--- src/fcf_pkg.sv ---
// ----------------------------------------------------------------------------
// FIR convolution filter package
// Shared sizes, request codes, control structs and the saturating add.
// ----------------------------------------------------------------------------
package fcf_pkg;

  localparam int unsigned MAX_TAPS  = 1024;
  localparam int unsigned TAP_IDX_W = $clog2(MAX_TAPS);
  localparam int unsigned NTAPS_W   = TAP_IDX_W + 1;
  localparam int unsigned DATA_W    = 16;
  localparam int unsigned PROD_W    = 2 * DATA_W;
  localparam int unsigned ACC_W     = 48;
  localparam int unsigned OUT_W     = 48;
  localparam int unsigned REQ_W     = 2;
  localparam int unsigned APB_DW    = 32;
  localparam int unsigned PADDR_W   = 3;

  localparam logic [REQ_W-1:0] REQ_LOAD   = 2'd0;
  localparam logic [REQ_W-1:0] REQ_SAMPLE = 2'd1;
  localparam logic [REQ_W-1:0] REQ_FLUSH  = 2'd2;

  localparam logic [PADDR_W-3:0] REG_NUM_TAPS = '0;
  localparam logic [NTAPS_W-1:0] NUM_TAPS_RST = NTAPS_W'(1);

  typedef struct packed {
    logic shift;
    logic clear;
    logic rotate;
  } cell_ctrl_t;

  typedef struct packed {
    logic clear;
    logic step;
    logic active;
  } mac_ctrl_t;

  function automatic logic signed [ACC_W-1:0] sat_add(
    input logic signed [ACC_W-1:0]  acc,
    input logic signed [PROD_W-1:0] prod
  );
    logic signed [ACC_W:0] sum;
    logic signed [ACC_W-1:0] res;
    sum = {acc[ACC_W-1], acc} + {{(ACC_W+1-PROD_W){prod[PROD_W-1]}}, prod};
    if (sum[ACC_W] != sum[ACC_W-1]) begin
      res = sum[ACC_W] ? {1'b1, {(ACC_W-1){1'b0}}} : {1'b0, {(ACC_W-1){1'b1}}};
    end else begin
      res = sum[ACC_W-1:0];
    end
    return res;
  endfunction

endpackage

--- src/fcf_mac.sv ---
// ----------------------------------------------------------------------------
// FIR multiply-accumulate unit
// Registered product followed by a saturating accumulator.
// ----------------------------------------------------------------------------
module fcf_mac (
  input  logic                              clk_i,
  input  logic                              rst_ni,
  input  fcf_pkg::mac_ctrl_t                ctrl_i,
  input  logic signed [fcf_pkg::DATA_W-1:0] coef_i,
  input  logic signed [fcf_pkg::DATA_W-1:0] sample_i,
  output logic signed [fcf_pkg::ACC_W-1:0]  acc_o
);

  logic signed [fcf_pkg::PROD_W-1:0] mult;
  logic signed [fcf_pkg::PROD_W-1:0] prod_d, prod_q;
  logic                              prod_vld_q;
  logic signed [fcf_pkg::ACC_W-1:0]  acc_q;

  assign mult   = coef_i * sample_i;
  assign prod_d = ctrl_i.active ? mult : '0;

  always_ff @(posedge clk_i) begin
    prod_q <= prod_d;
  end

  always_ff @(posedge clk_i or negedge rst_ni) begin
    if (!rst_ni) begin
      prod_vld_q <= 1'b0;
      acc_q      <= '0;
    end else if (ctrl_i.clear) begin
      prod_vld_q <= 1'b0;
      acc_q      <= '0;
    end else begin
      prod_vld_q <= ctrl_i.step;
      if (prod_vld_q) begin
        acc_q <= fcf_pkg::sat_add(acc_q, prod_q);
      end
    end
  end

  assign acc_o = acc_q;

endmodule

--- config.mk ---
export PLATFORM = sky130hd
export DESIGN_NAME = fcf_mac
export DESIGN_NICKNAME = d
export VERILOG_FILES = /design/src/fcf_pkg.sv /design/src/fcf_mac.sv
export SDC_FILE = /design/constraint.sdc
export NUM_CORES = 1
export LEC_CHECK = 0
export BUFFER_PORTS_ARGS = -buffer_cell sky130_fd_sc_hd__buf_2
export CORE_ASPECT_RATIO = 0.6
export CORE_MARGIN = 4
export CORE_UTILIZATION = 70
export DETAILED_ROUTE_END_ITERATION = 7
export PLACE_DENSITY = 0.9
export SETUP_SLACK_MARGIN = 0.1
export SLEW_MARGIN = 20
export SYNTH_ARGS = -nofsm -noshare
export SYNTH_HDL_FRONTEND = slang
export SYNTH_SLANG_ARGS = --single-unit
--- constraint.sdc ---
create_clock -name clk_i -period 7.8 [get_ports clk_i]
set_input_delay 0 -clock clk_i [delete_from_list [all_inputs] [get_ports clk_i]]
set_output_delay 0 -clock clk_i [all_outputs]
set_load 0.05 [all_outputs]
==> results of run 1 <==
-- worst paths after layout --
| kind | cells after the start | endpoint | slack, ps |
|---|---|---|---|
| max | 21 | prod_q[30]$_SDFF_PN0_ | 1910 |
| min | 3 | prod_q[24]$_SDFF_PN0_ | 7 |
| max reg2reg | 12 | acc_o[2]$_DFFE_PN0P_ | 3310 |
| min reg2reg | 2 | acc_o[41]$_DFFE_PN0P_ | 500 |
| max in group asynchronous | 3 | acc_o[2]$_DFFE_PN0P_ | 7010 |
| min in group asynchronous | 3 | acc_o[42]$_DFFE_PN0P_ | 310 |
-- tightest hold or removal path: cells and delay by family --
family	cells	cell delay, ps
buffers and inverters	1	190
and+or+nand+nor	2	130
-- layout by cell type, fill, tap and decap left out, types with 17 or more instances in the layout --
master,n
a21o_1,29
xnor2_1,44
buf_2,84
inv_1,302
o211ai_2,40
and2_1,132
nand2_1,251
nor3_1,25
dfrtp_1,49
ha_1,130
nand3_1,17
nor2_1,68
o21a_1,18
dfxtp_1,32
o21ai_0,44
xor2_1,26
fa_1,263
a21oi_1,74
-- what timing repair did --
action / CTS / global route
hold endpoints to repair: 51 / 0
resized for setup: 0 / 0
hold buffers: 4 / 0
-- cells by family after synthesis --
| logic type | count (synthesis) |
|---|---|
| adders and majority gates | 393 |
| and+or+nand+nor | 548 |
| muxes | 4 |
| AOI/OAI and AO/OA | 298 |
| xor gates and xnor gates | 70 |
| DFF | 81 |
| buffers and inverters | 370 |
-- layer usage --
layer  wire length (um)  GRT usage [%]  share of wire, %  up-vias
met1              16100           44.9                43     6207
met3               3790           6.66                10       85
met2              16800           49.0                45      615
li1                   -              -                 -     5709
met4                704           6.14               1.9        0
met5                  0              0                 0        -
-- metrics by stage --
stage / std cells / setup slack, ps / hold slack (ps) / cell area, sq um / util (%)
detailed placement: 2070 / 1620 / 166 / 16200 / 73.5
global placement: 2070 / 1850 / 151 / 16200 / 73.5
finish: 2091 / 1910 / 6.84 / 16600 / 75.0
floorplan: 1764 / 2100 / -296 / 15700 / -
CTS: 2090 / 1950 / 8.70 / 16500 / 74.9
global route: 2091 / 1470 / 37.9 / 16600 / 75.0
-- state kept, by name (all words and copies together), names as in the netlist --
register,flops
prod_q,32
acc_o,48
prod_vld_q,1
-- layout make-up --
type                            instances  area, sq um
Inverter                              302         1130
Clock inverter                          7         51.3
Fill cell                            1566         5520
Multi-Input combinational cell       1313        12400
Timing Repair Buffer                   93          510
Tap cell                              286          358
Clock buffer                            9          225
Sequential cell                        81         1870
==> results.txt, run 1 <==
Fin Clk Skew: 9.97 ps
Grt total ovfl: 0
Setup TNS: 0 ps
Cell Area, Synth: 15700 sq um
Die width: 202 um
Largest net degree at the start of global routing: 50
Syn avg cell area: 8.92 sq um
Yosys top cell area share: 33.4%
Clock slew at reported path FFs: 70 ps
FF+latch count, synth: 81
Main area contributors after synthesis: fa_1 33%, ha_1 10%, dfrtp_1 7.8%, inv_1 7.2%, nand2_1 6.0%
Area grow syn2layout: 5.14%
Crit path cell chain: buf_2 -> nand2_1 -> fa_1 -> inv_1 -> fa_1 -> inv_1 -> fa_1 -> inv_1 -> fa_1 -> fa_1 -> fa_1 -> ha_1 -> and3_1 -> and3_1 -> a221oi_1 -> a31oi_1 -> o21ai_0 -> a21oi_1 -> a41oi_1 -> xor2_1 -> nor2_1
Largest family of logic cells by synthesized area: adder cells
CTS Buf Count: 9
Die height: 124 um
WP data required: 8000 ps
RePlAce Congestion: 0.935
Setup crit end kind: flop
Sink Count: 81
Ant diodes: 0
WL per Instance: 17.9 um
Crit Path Class: in2reg
Number of synthesized flops with an enable pin: 0
Slew Limit Headroom: 39.4%
Global Route Usage Sum: 30.9%
CP most frequent cell: fa_1
Hold Path Origin: ctrl_i[0]
Final period utilization: 75.5%
Drt via density: 6.03
Full die area: 25000 sq um
First-pass GRT wire length: 63.0 mm
Max frequency: 0.170 GHz
First DRT Iteration DRCs: 1041
Slew of the pin with the lowest slew margin: 903 ps
Top post-synthesis cells by count: 302 x inv_1, 263 x fa_1, 251 x nand2_1
Layout cells sized above 1: 9.31%
Multiplexer share of the synthesized area: 0.254%
Number of global-route vias before repair: 12981
CTS tree: built
Setup violators final: 0
Adder-cell share of the synthesized area: 43.8%
Syn Inst Count: 1764
Reg-to-reg startpoint: prod_q[31]$_SDFF_PN0_
Unrepaired setup endpoints after global routing: no
Port bufs: 84
CTS root buf: clkbuf_16
Ys async rst share: 60.5%
Syn nets: 2194
Crit path launch: sample_i[7]
Crit path max-delay family: adder cells
Top_reg_cell synth: dfrtp_1
Drt drc: 0
Clock insertion delay at the later pin of the skew report: 350 ps
Min-Delay Path Class: in2reg
Ys Warns: 0
Post-CTS setup buffers: 0
Post-synthesis simple-gate area fraction: 16.6%
First-pass detailed-route iteration total: 5
CP arrival: 6100 ps
Crit start category: input port
Io pins: 85
Std-Cell Rows: 42
CP Buf/Inv Count: 4
Count of different cell masters after synthesis: 69
Slowest cell delay on critical path: 560 ps
Post-route minimum period: 5890 ps
Hpwl dp: 30.8 mm
Initial Util: 71.3%
Longest Clk Path Bufs: 2
Crit-path slowest cell: fa_1
Run status: finished clean
CP Max Fanout: 16
Max Cap Viol: 0
Routed wire length: 37.5 mm
Initial antenna violation count: 0
Fin. Hold Viols: 0
Pins over their slew limit: 0
Most frequent cell after synthesis: inv_1
H-tree Lvls: 3
Post-synthesis compound-gate area fraction: 14.1%
ANT nets after route: 0
Nets@finish: 2230
Core ar.: 22100 sq um
Leading area contributor after synthesis: fa_1
Post-Synth XOR/XNOR Area: 3.89%
Vias after detailed routing: 12616
Sequential element share of the synthesized area: 11.9%
Power of run 1 is not shown: default switching activity piles up to over one toggle a cycle in this logic, so the estimate is an artifact.
==> run 2: changes to the inputs <==
CORE_UTILIZATION = 65   (was 70)
PLACE_DENSITY = 0.84   (was 0.9)
clock period = 5.44 ns   (was 7.8 ns; I/O delays follow)
==> run 2 against run 1 <==
Net effect: die area is 7.3% higher; register-to-register slack worse by 2100 ps; sequential share of layout area shrank 0.94 points; wire length up 9.1%; first-iteration DRC count increased by 7.0%; utilization up 1.9 points; cell area increased by 9.0%; setup slack got worse by 1900 ps; flip-flop and latch count unchanged; critical path type unchanged.
==> results.txt, run 2 (same netlist as run 1, synthesis figures left out) <==
Run status: finished clean
Drt via density: 5.86
H-tree Lvls: 3
Largest register FFs: 48
RePlAce Congestion: 0.953
Core ar.: 23500 sq um
Hold slack: 27.1 ps
Commonest non-fill, non-tap cells in the layout: 299 x inv_1, 251 x fa_1, 248 x nand2_1
Met2 wire length: 18.5 mm
Uppermost routed layer: met4
CP Buf/Inv Count: 1
Area of the multi-input gates: 12700 sq um
Final Util: 76.9%
Ant diodes: 0
CP most frequent cell: fa_1
Pins over their slew limit: 0
Max frequency: 0.185 GHz
First-pass GRT wire length: 67.0 mm
Final period utilization: 99.1%
Initial antenna violation count: 2
Routed wire length: 40.9 mm
Clock slew at reported path FFs: 60 ps
Die height: 129 um
CP arrival: 5680 ps
CTS root buf: clkbuf_16
Routed length on met3: 3.88 mm
Crit start category: input port
Unrepaired setup endpoints after global routing: yes
Clock insertion delay at the later pin of the skew report: 360 ps
Hpwl dp: 32.8 mm
ANT nets after route: 0
Die width: 209 um
Crit Path Class: in2reg
Fillcell total: 1619
Crit-path slowest cell: fa_1
Register Area: 1870 sq um
Full die area: 26900 sq um
Largest net degree at the start of global routing: 50
WP data required: 5720 ps
Max Cap Viol: 0
Post-route minimum period: 5390 ps
Crit path cell chain: buf_4 -> and2_4 -> fa_1 -> fa_1 -> fa_2 -> fa_1 -> fa_1 -> fa_1 -> ha_4 -> a21o_1 -> a21o_1 -> a21o_1 -> a21o_1 -> nor3_4 -> a2111oi_4 -> o31a_1 -> o41a_1 -> o21a_1 -> nor3_2
Commonest non-fill, non-tap cell in the layout: inv_1
Layout cells sized above 1: 18.3%
Global Route Usage Sum: 30.4%
First-pass detailed-route iteration total: 6
Drt drc: 0
WL per Instance: 18.2 um
Initial Util: 67.1%
Nets@finish: 2355
Fin Clk Skew: 5.66 ps
Fin. Hold Viols: 0
Grt total ovfl: 0
CTS Buf Count: 9
Vias after detailed routing: 13162
CTS tree: built
Setup crit end kind: flop
Port bufs: 84
Slowest cell delay on critical path: 580 ps
Min-Delay Path Class: in2reg
Number of global-route vias before repair: 13485
First DRT Iteration DRCs: 1114
Io pins: 85
Met1 wire length: 17.7 mm
CP Max Fanout: 5
Sink Count: 81
Slew Limit Headroom: 37.5%
Setup violators final: 0
Slew of the pin with the lowest slew margin: 934 ps
Std-Cell Rows: 43
Longest Clk Path Bufs: 2
Crit path max-delay family: adder cells
Area grow syn2layout: 14.6%
[run 2: metrics by stage]
step | setup WS [ps] | cell area, sq um | cells | TNS [ps]
floorplan | -37.3 | 15900 | 1764 | -37.3
global placement | -307 | 17200 | 2213 | -1790
detailed placement | -425 | 17200 | 2213 | -2630
CTS | 27.8 | 17500 | 2233 | 0
global route | -124 | 18000 | 2245 | -193
finish | 48.0 | 18000 | 2245 | 0
[run 2: routing by layer]
metal / global-route usage (%) / up-vias
met4: 5.18 / 0
met3: 7.85 / 89
met5: 0 / -
met2: 47.1 / 581
li1: - / 5951
met1: 44.6 / 6541
[run 2: cell type report]
cell class / count / area share, %
Tap cell: 315 / 2.18
Clock buffer: 11 / 1.34
Timing Repair Buffer: 218 / 8.91
Sequential cell: 81 / 10.3
Inverter: 302 / 6.28
Multi-Input combinational cell: 1313 / 70.6
Clock inverter: 5 / 0.305
[run 2: tightest hold or removal path: stages]
cell and delay, ps:
buf_2 200, nand2_1 100, nor2_1 30
[run 2: timing repair]
item / CTS / global route
hold endpoints to repair: 51 / 0
resized for setup: 8 / 115
endpoints found under the setup margin: 6 / 11
pin swaps: 1 / 55
buffers inserted: 0 / 11
cloned: 0 / 0
hold buffers: 4 / 0
[run 2: final timing paths]
check / startpoint / end / slack, ps / depth (start not counted)
setup / recovery: sample_i[14] / prod_q[29]$_SDFF_PN0_ / 50 / 19
hold reg to reg: acc_o[38]$_DFFE_PN0P_ / acc_o[38]$_DFFE_PN0P_ / 490 / 2
max in group asynchronous: rst_ni / acc_o[3]$_DFFE_PN0P_ / 4690 / 3
hold / removal: ctrl_i[0] / prod_q[24]$_SDFF_PN0_ / 30 / 3
setup reg to reg: acc_o[0]$_DFFE_PN0P_ / acc_o[46]$_DFFE_PN0P_ / 1230 / 12
min in group asynchronous: rst_ni / prod_vld_q$_DFF_PN0_ / 300 / 3
Power of run 2 is left out for the same reason.
