## config.mk

```make
export PLATFORM = sky130hd
export DESIGN_NAME = fcf_cell
export DESIGN_NICKNAME = d
export VERILOG_FILES = /design/src/fcf_pkg.sv /design/src/fcf_cell.sv
export SDC_FILE = /design/constraint.sdc
export NUM_CORES = 1
export LEC_CHECK = 0
export BUFFER_PORTS_ARGS = -buffer_cell sky130_fd_sc_hd__buf_2
export CORE_MARGIN = 1.5
export CORE_UTILIZATION = 36
export DETAILED_ROUTE_END_ITERATION = 10
export PLACE_DENSITY = 0.8
export SETUP_SLACK_MARGIN = 0.02
export SYNTH_ARGS = -nofsm -noshare
export SYNTH_HDL_FRONTEND = slang
export SYNTH_SLANG_ARGS = --single-unit
```

## constraint.sdc

```tcl
create_clock -name clk_i -period 0.8 [get_ports clk_i]
set_clock_uncertainty 0.1 [all_clocks]
set_input_delay 0.12 -clock clk_i [delete_from_list [all_inputs] [get_ports clk_i]]
set_output_delay 0.12 -clock clk_i [all_outputs]
set_load 0.05 [all_outputs]
```

## src/fcf_pkg.sv

```systemverilog
// ----------------------------------------------------------------------------
// FIR convolution filter package
// Shared sizes, request codes, control structs and the saturating add.
// ----------------------------------------------------------------------------
package fcf_pkg;

  localparam int unsigned MAX_TAPS  = 1024;
  localparam int unsigned TAP_IDX_W = $clog2(MAX_TAPS);
  localparam int unsigned NTAPS_W   = TAP_IDX_W + 1;
  localparam int unsigned DATA_W    = 16;
  localparam int unsigned PROD_W    = 2 * DATA_W;
  localparam int unsigned ACC_W     = 48;
  localparam int unsigned OUT_W     = 48;
  localparam int unsigned REQ_W     = 2;
  localparam int unsigned APB_DW    = 32;
  localparam int unsigned PADDR_W   = 3;

  localparam logic [REQ_W-1:0] REQ_LOAD   = 2'd0;
  localparam logic [REQ_W-1:0] REQ_SAMPLE = 2'd1;
  localparam logic [REQ_W-1:0] REQ_FLUSH  = 2'd2;

  localparam logic [PADDR_W-3:0] REG_NUM_TAPS = '0;
  localparam logic [NTAPS_W-1:0] NUM_TAPS_RST = NTAPS_W'(1);

  typedef struct packed {
    logic shift;
    logic clear;
    logic rotate;
  } cell_ctrl_t;

  typedef struct packed {
    logic clear;
    logic step;
    logic active;
  } mac_ctrl_t;

  function automatic logic signed [ACC_W-1:0] sat_add(
    input logic signed [ACC_W-1:0]  acc,
    input logic signed [PROD_W-1:0] prod
  );
    logic signed [ACC_W:0] sum;
    logic signed [ACC_W-1:0] res;
    sum = {acc[ACC_W-1], acc} + {{(ACC_W+1-PROD_W){prod[PROD_W-1]}}, prod};
    if (sum[ACC_W] != sum[ACC_W-1]) begin
      res = sum[ACC_W] ? {1'b1, {(ACC_W-1){1'b0}}} : {1'b0, {(ACC_W-1){1'b1}}};
    end else begin
      res = sum[ACC_W-1:0];
    end
    return res;
  endfunction

endpackage

```

## src/fcf_cell.sv

```systemverilog
// ----------------------------------------------------------------------------
// FIR sample history cell
// Holds one delayed sample; shifts in from one neighbor or rotates from the other.
// ----------------------------------------------------------------------------
module fcf_cell (
  input  logic                              clk_i,
  input  logic                              rst_ni,
  input  fcf_pkg::cell_ctrl_t               ctrl_i,
  input  logic signed [fcf_pkg::DATA_W-1:0] shift_d_i,
  input  logic signed [fcf_pkg::DATA_W-1:0] rot_d_i,
  output logic signed [fcf_pkg::DATA_W-1:0] q_o
);

  logic signed [fcf_pkg::DATA_W-1:0] smp_d, smp_q;

  always_comb begin
    priority if (ctrl_i.shift) begin
      smp_d = ctrl_i.clear ? '0 : shift_d_i;
    end else if (ctrl_i.rotate) begin
      smp_d = rot_d_i;
    end else begin
      smp_d = smp_q;
    end
  end

  always_ff @(posedge clk_i or negedge rst_ni) begin
    if (!rst_ni) begin
      smp_q <= '0;
    end else begin
      smp_q <= smp_d;
    end
  end

  assign q_o = smp_q;

endmodule

```

==> impl_metrics.toml, run 1 <==
[outcome]
status = "finished, violations left"
violations = "hold timing, setup timing"

[sta]
fmax_ghz = 0.923
whs_ps = -58.0
rsz0062_at_grt = "yes"
final-hold-violation-count = 16
slew_violations = 0
setup_ws_ps = -283
fin_crit_ps = 1080
maxSlewHeadroom = 0.762
worst_pin_slew_ps = 357
setup_viol = 32
fin_crit_sh = 1.35

[yosys]
synth_area_um2 = 788
synth-edff-count = 0
yosys-top-cells-area = "dfrtp_1 51%, mux2i_1 20%, o2bb2ai_1 16%"
syn-num-nets = 93
syn_area_per_cell_um2 = 14.1
synth_seq_cells = 16
synth.top_cell.area_share = 0.508
yosysSeqAreaShare = 0.508
ys.flop_type = "dfrtp_1"
synth_top_cell_by_area = "dfrtp_1"
yosys_warnings = 0
yosys-top-cells-count = "16 x dfrtp_1, 16 x mux2i_1, 14 x o2bb2ai_1"
synthCells = 56
synth-async-reset-ratio = 1.00
ys_types = 9

[route]
dr.first_iter.drc_count = 4
detailroute.wirelength.met2_um = 1050
wl_per_cell_um = 13.4
drt-total-wl_um = 1880
wl_met3_um = 81
top_layer = "met4"
drc = 0
routed-via-count = 662
met1_length_um = 727
vias_per_cell = 4.73
ant_nets = 0
drt-pass1-iter-count = 3

[cells_and_area]
fillers = 162
syn_to_final_growth_pct = 57.3
seqCellArea_um2 = 420
drive_above_1_share = 0.699
largest_reg_flops = 16
fin_nets = 151
multi_input_area_um2 = 325
antenna_cells = 0

[critical_path]
cp.arrival_ps = 860
path_cells = "buf_6"
crit_path_end_kind = "output pin"
crit_required_ps = 580
cp-start-kind = "flip-flop"
cpMaxStageDelayCell = "dfrtp_2"
critPathBufInv = 1
cp_max_fo = 2
worstSetupPathType = "flip-flop to output pin"
crit_family = "flip-flops"
worst_path_largest_cell_delay_ps = 430

[place]
pre_cts_slack_ps = -134
port_buffers = 52
place_congestion = 0.665

[clock_tree]
cts_root_buf = "clkbuf_4"
numCtsBuffers = 3
h-tree-depth = 1
clk_latency_ps = 280
clk_path_buf_depth = 2
cts_hold_buffers = 1
path_clk_slew_ps = 100
cts_sinks = 16
cts_tree = "yes"

[global_routing]
grt_max_degree = 17
grt_antenna_before_repair = 0
grt_use_total = 0.165
grt_pass1_wl_um = 3110
grt_overflow = 0
grt_pass1_vias = 756

[die]
core_um2 = 2000
start_util = 0.394
io_pins = 53
rows = 16
die_width_um = 49.8
die_area_um2 = 2480
die_h_um = 49.8

[power_and_ir_drop]
p_total_mw = 2.22
p_leak_nw = 0.602
p_per_area_nw_per_um2 = 1790
peakVddDrop_v = 0.000856

[min_path]
hp-class = "primary input to flip-flop"

[flow_run]
maxCapViolCount = 0
-- layout make-up --
cell class | count | share of cell area
clock buffer | 4 | 0.0293
multi-input combinational | 35 | 0.262
sequential | 16 | 0.339
tap | 27 | 0.0272
timing repair buffer | 58 | 0.342
-- where the power goes --
part | total [mW] | leakage (nW) | switching (mW) | internal [mW]
clock | 0.537 | 0.0210 | 0.261 | 0.276
sequential | 0.949 | 0.182 | 0.0545 | 0.894
combinational | 0.737 | 0.399 | 0.425 | 0.312
-- cells by family (layout without fill, tap and decap cells) --
logic type	after synthesis	after routing	share of synthesized area
AOI/OAI and AO/OA	16	16	0.168
buffers and inverters	5	62	0.0841
DFF	16	16	0.508
muxes	16	16	0.203
and+or+nand+nor	3	3	0.0365
-- metal layers --
layer | vias up | GRT usage
met1 | 310 | 0.191
met3 | 2 | 0.0242
met5 | - | 0
met2 | 24 | 0.307
li1 | 326 | -
met4 | 0 | 0.0556
-- layout by cell type (no fill, tap or decap) --
master	instances
buf_2	36
buf_6	17
dfrtp_2	16
mux2i_1	15
o2bb2ai_1	14
clkbuf_4	3
buf_4	3
nand3b_1	2
o21ai_1	2
nor2b_4	1
mux2i_2	1
clkbuf_8	1
dlygate4sd3_1	1
buf_12	1
-- worst paths after layout --
path	startpoint	endpoint	slack (ps)	cells after the start
worst min-delay path	shift_d_i[12]	q_o[12]$_DFFE_PN0P_	-60	2
worst max-delay path	q_o[11]$_DFFE_PN0P_	q_o[11]	-280	1
min in group asynchronous	rst_ni	q_o[14]$_DFFE_PN0P_	180	2
worst min register to register	q_o[13]$_DFFE_PN0P_	q_o[13]$_DFFE_PN0P_	480	2
worst max register to register	q_o[9]$_DFFE_PN0P_	q_o[9]$_DFFE_PN0P_	-190	3
max in group asynchronous	rst_ni	q_o[9]$_DFFE_PN0P_	140	2
-- timing repair --
item / 4_1_cts / 5_1_grt
endpoints found under the hold margin: 32 / 14
buffers inserted: 1 / 0
resized for setup: 33 / 1
endpoints found under the setup margin: 32 / 32
-- through the flow --
stage,utilization,hold slack [ps],instances,TNS [ps],area [µm²]
4_1_cts,0.618,-65.3,140,-5140,1240
3_3_place_gp,0.539,-57.5,134,-1310,1080
2_1_floorplan,-,-276,56,-2130,808
5_1_grt,0.619,-61.1,140,-6030,1240
6_report,0.619,-58.0,140,-5050,1240
3_5_place_dp,0.539,-45.1,134,-1790,1080
No activity file was read; power rests on OpenSTA's default activity.
==> run 2, diff against run 1 <==
--- a/config.mk
+++ b/config.mk
@@ -9,6 +9,7 @@
 export CORE_MARGIN = 1.5
 export CORE_UTILIZATION = 36
 export DETAILED_ROUTE_END_ITERATION = 10
+export MAX_ROUTING_LAYER = met4
 export PLACE_DENSITY = 0.8
 export SETUP_SLACK_MARGIN = 0.02
 export SYNTH_ARGS = -nofsm -noshare
==> impl_metrics.toml, run 2 (same netlist as run 1, synthesis figures left out) <==
[global_routing]
grt_pass1_vias = 753
grt_antenna_before_repair = 0
grt_overflow = 0
grt_max_degree = 17
grt_use_total = 0.169
grt_pass1_wl_um = 3120

[die]
die_area_um2 = 2480
start_util = 0.394
rows = 16
die_h_um = 49.8
core_um2 = 2000
die_width_um = 49.8
io_pins = 53

[critical_path]
worstSetupPathType = "flip-flop to output pin"
worst_path_largest_cell_delay_ps = 430
cpMaxStageDelayCell = "dfrtp_2"
crit_path_end_kind = "output pin"
crit_family = "flip-flops"
critPathBufInv = 1
path_cells = "buf_6"
cp.arrival_ps = 860
cp_max_fo = 2
crit_required_ps = 580
cp-start-kind = "flip-flop"

[clock_tree]
path_clk_slew_ps = 100
cts_root_buf = "clkbuf_4"
cts_hold_buffers = 1
h-tree-depth = 1
clk_path_buf_depth = 2
cts_tree = "yes"
cts_sinks = 16
clk_latency_ps = 280
numCtsBuffers = 3

[cells_and_area]
utilization = 0.619
final_cell_mix = "36 x buf_2, 17 x buf_6, 16 x dfrtp_2"
largest_reg_flops = 16
fin_nets = 151
drive_above_1_share = 0.699
final_common_cell = "buf_2"
fillers = 162
antenna_cells = 0
instances_no_fill = 140
syn_to_final_growth_pct = 57.3

[route]
drc = 0
drt-pass1-iter-count = 4
vias_per_cell = 4.76
dr.first_iter.drc_count = 5
ant_nets = 0
wl_per_cell_um = 13.3
routed-via-count = 667
drt-total-wl_um = 1870

[flow_run]
maxCapViolCount = 0

[place]
place_congestion = 0.671
port_buffers = 52
pre_cts_slack_ps = -134
place_inst = 134

[sta]
fin_crit_sh = 1.35
rsz0062_at_grt = "yes"
whs_ps = -58.5
fin_crit_ps = 1080
setup_viol = 32
worst_pin_slew_ps = 355
setup_ws_ps = -283
slew_violations = 0
final-hold-violation-count = 16
maxSlewHeadroom = 0.763
fmax_ghz = 0.923

[min_path]
hp-class = "primary input to flip-flop"

[power_and_ir_drop]
p_total_mw = 2.22
p_per_area_nw_per_um2 = 1790
p_leak_nw = 0.602
peakVddDrop_v = 0.000856

[outcome]
violations = "hold timing, setup timing"
status = "finished, violations left"
run 2: cell counts in the layout (fill, tap and decap cells not counted):
Identical to the previous run, type by type.
run 2: power breakdown:
| part | total (mW) | internal (mW) | switching, mW |
|---|---|---|---|
| Combinational | 0.737 | 0.312 | 0.424 |
| Sequential | 0.949 | 0.894 | 0.0545 |
| Clock | 0.538 | 0.276 | 0.262 |
| Total | 2.22 | 1.48 | 0.740 |
run 2: timing repair:
item,4_1_cts,5_1_grt
gates resized for setup,33,1
buffers inserted,1,0
endpoints found under the setup margin,32,32
hold endpoints to repair,32,14
run 2: layout make-up:
class                      instances  area, µm²  area share
clock buffer                       4       36.3      0.0293
timing repair buffer              58        424       0.342
sequential                        16        420       0.339
multi-input combinational         35        325       0.262
tap                               27       33.8      0.0272
run 2: worst paths after layout:
kind	startpoint	depth (start not counted)	slack (ps)	end
setup / recovery	q_o[11]$_DFFE_PN0P_	1	-280	q_o[11]
hold / removal	shift_d_i[12]	2	-60	q_o[12]$_DFFE_PN0P_
setup reg to reg	q_o[9]$_DFFE_PN0P_	3	-190	q_o[9]$_DFFE_PN0P_
hold reg to reg	q_o[13]$_DFFE_PN0P_	2	480	q_o[13]$_DFFE_PN0P_
max in group asynchronous	rst_ni	2	140	q_o[9]$_DFFE_PN0P_
min in group asynchronous	rst_ni	2	180	q_o[14]$_DFFE_PN0P_
run 2: per-layer routing:
| layer | GRT usage | routed length, µm | vias to the layer above | share of wire |
|---|---|---|---|---|
| met5 | - | 0 | - | 0 |
| met4 | 0.0556 | 14 | 0 | 0.0075 |
| met3 | 0.0242 | 83 | 2 | 0.044 |
| met2 | 0.307 | 1050 | 26 | 0.56 |
| met1 | 0.191 | 714 | 313 | 0.38 |
| li1 | - | - | 326 | - |
run 2: stage by stage:
stage               hold slack (ps)  instance area (µm²)  TNS [ps]
floorplan                      -276                  808     -2130
global placement              -57.5                 1080     -1310
detailed placement            -45.1                 1080     -1790
CTS                           -65.3                 1240     -5140
global route                  -61.1                 1240     -6030
finish                        -58.5                 1240     -5050
==> run 3, diff against run 2 <==
--- a/config.mk
+++ b/config.mk
@@ -7,10 +7,10 @@
 export LEC_CHECK = 0
 export BUFFER_PORTS_ARGS = -buffer_cell sky130_fd_sc_hd__buf_2
 export CORE_MARGIN = 1.5
-export CORE_UTILIZATION = 36
+export CORE_UTILIZATION = 40
 export DETAILED_ROUTE_END_ITERATION = 10
 export MAX_ROUTING_LAYER = met4
-export PLACE_DENSITY = 0.8
+export PLACE_DENSITY = 0.83
 export SETUP_SLACK_MARGIN = 0.02
 export SYNTH_ARGS = -nofsm -noshare
 export SYNTH_HDL_FRONTEND = slang
==> constraint.sdc (replaced) <==
create_clock -name clk_i -period 1.1 [get_ports clk_i]
set_clock_uncertainty 0.1 [all_clocks]
set_input_delay 0.165 -clock clk_i [delete_from_list [all_inputs] [get_ports clk_i]]
set_output_delay 0.165 -clock clk_i [all_outputs]
set_load 0.05 [all_outputs]
==> impl_metrics.toml, run 3 (same netlist as run 1, synthesis figures left out) <==
[critical_path]
crit_family = "flip-flops"
crit_path_end_kind = "output pin"
cpMaxStageDelayCell = "dfrtp_1"
worstReg2RegStart = "q_o[7]$_DFFE_PN0P_"
cp_max_fo = 2
cp.arrival_ps = 880
critPathBufInv = 1
crit_required_ps = 830
cp-start-kind = "flip-flop"
reg2reg_setup_slack_ps = -10
worst_path_largest_cell_delay_ps = 420
worstSetupPathType = "flip-flop to output pin"
path_cells = "buf_6"
crit_start = "q_o[14]$_DFFE_PN0P_"

[die]
io_pins = 53
die_h_um = 47.4
die_width_um = 47.4
start_util = 0.442
core_um2 = 1780
die_area_um2 = 2250
rows = 15

[route]
drt-total-wl_um = 2380
ant_nets = 0
dr.first_iter.drc_count = 9
wl_per_cell_um = 15.4
drc = 0
vias_per_cell = 4.91
drt-pass1-iter-count = 4
routed-via-count = 756

[clock_tree]
cts_root_buf = "clkbuf_4"
h-tree-depth = 1
cts_tree = "yes"
cts_sinks = 16
clk_path_buf_depth = 2
clk_latency_ps = 290
path_clk_slew_ps = 100
numCtsBuffers = 3

[sta]
fin_crit_ps = 1140
fin_crit_sh = 1.04
final-hold-violation-count = 0
worst_pin_slew_ps = 358
setup_viol = 17
rsz0062_at_grt = "yes"
fmax_ghz = 0.876
setup_ws_ps = -41.9
slew_violations = 0
maxSlewHeadroom = 0.761

[power_and_ir_drop]
peakVddDrop_v = 0.000860
p_leak_nw = 0.694
p_per_area_nw_per_um2 = 1230

[global_routing]
grt_use_total = 0.234
busiest_layer = "met2"
grt_max_degree = 17
met1_usage = 0.275
met3_usage = 0.0231
grt_pass1_wl_um = 3380
grt_antenna_before_repair = 0
grt_overflow = 0
grt_pass1_vias = 746
grt_util_met2 = 0.395

[cells_and_area]
final_cell_mix = "36 x buf_2, 17 x buf_6, 16 x mux2i_1, 16 x dfrtp_1, 15 x dlygate4sd3_1"
final_common_cell = "buf_2"
antenna_cells = 0
utilization = 0.768
largest_reg_flops = 16
drive_above_1_share = 0.496
syn_to_final_growth_pct = 73.7
fin_nets = 167

[place]
port_buffers = 52
pre_cts_slack_ps = 58.0
place_congestion = 0.635

[min_path]
hp-class = "primary input to flip-flop"
hp-start = "shift_d_i[13]"

[outcome]
status = "finished, violations left"
violations = "setup timing"

[flow_run]
maxCapViolCount = 0
run 3: path summary, 6_finish.rpt:
path	end	cells past startpoint
worst min register to register	q_o[15]$_DFFE_PN0P_	2
worst max register to register	q_o[7]$_DFFE_PN0P_	4
worst max-delay path	q_o[14]	1
worst min-delay path	q_o[13]$_DFFE_PN0P_	3
min in group asynchronous	q_o[1]$_DFFE_PN0P_	2
max in group asynchronous	q_o[8]$_DFFE_PN0P_	2
run 3: routing by layer:
layer  share of wire  wire (µm)
met5               0          0
met2            0.57       1370
met1            0.38        903
met4           0.019         46
met3           0.026         61
run 3: stage by stage:
stage | power (mW) | setup TNS (ps) | hold WS, ps | area (µm²) | instances
after global placement | 1.13 | 0 | -18.5 | 1040 | 130
final | 1.68 | -365 | 33.5 | 1370 | 154
after CTS | 1.65 | -324 | 11.7 | 1340 | 151
after floorplan | 0.993 | 0 | -231 | 788 | 56
after detailed placement | 1.14 | 0 | -6.52 | 1040 | 130
after global routing | 1.75 | -904 | 29.6 | 1370 | 154
run 3: layout make-up:
class,instances,area (µm²)
tap,25,31.3
multi-input combinational,35,322
clock buffer,4,36.3
fill,119,414
sequential,16,400
timing repair buffer,74,579
run 3: what timing repair did:
action,CTS,global route
gates cloned,0,0
hold buffers,15,0
endpoints found under the setup margin,16,16
hold endpoints to repair,30,0
pin swaps,0,2
gates resized for setup,32,1
buffers inserted,2,3
run 3: report_power, final:
| group | internal [mW] | total (mW) | switching, mW |
|---|---|---|---|
| logic | 0.269 | 0.598 | 0.329 |
| registers | 0.641 | 0.682 | 0.0411 |
| clock network | 0.202 | 0.401 | 0.199 |
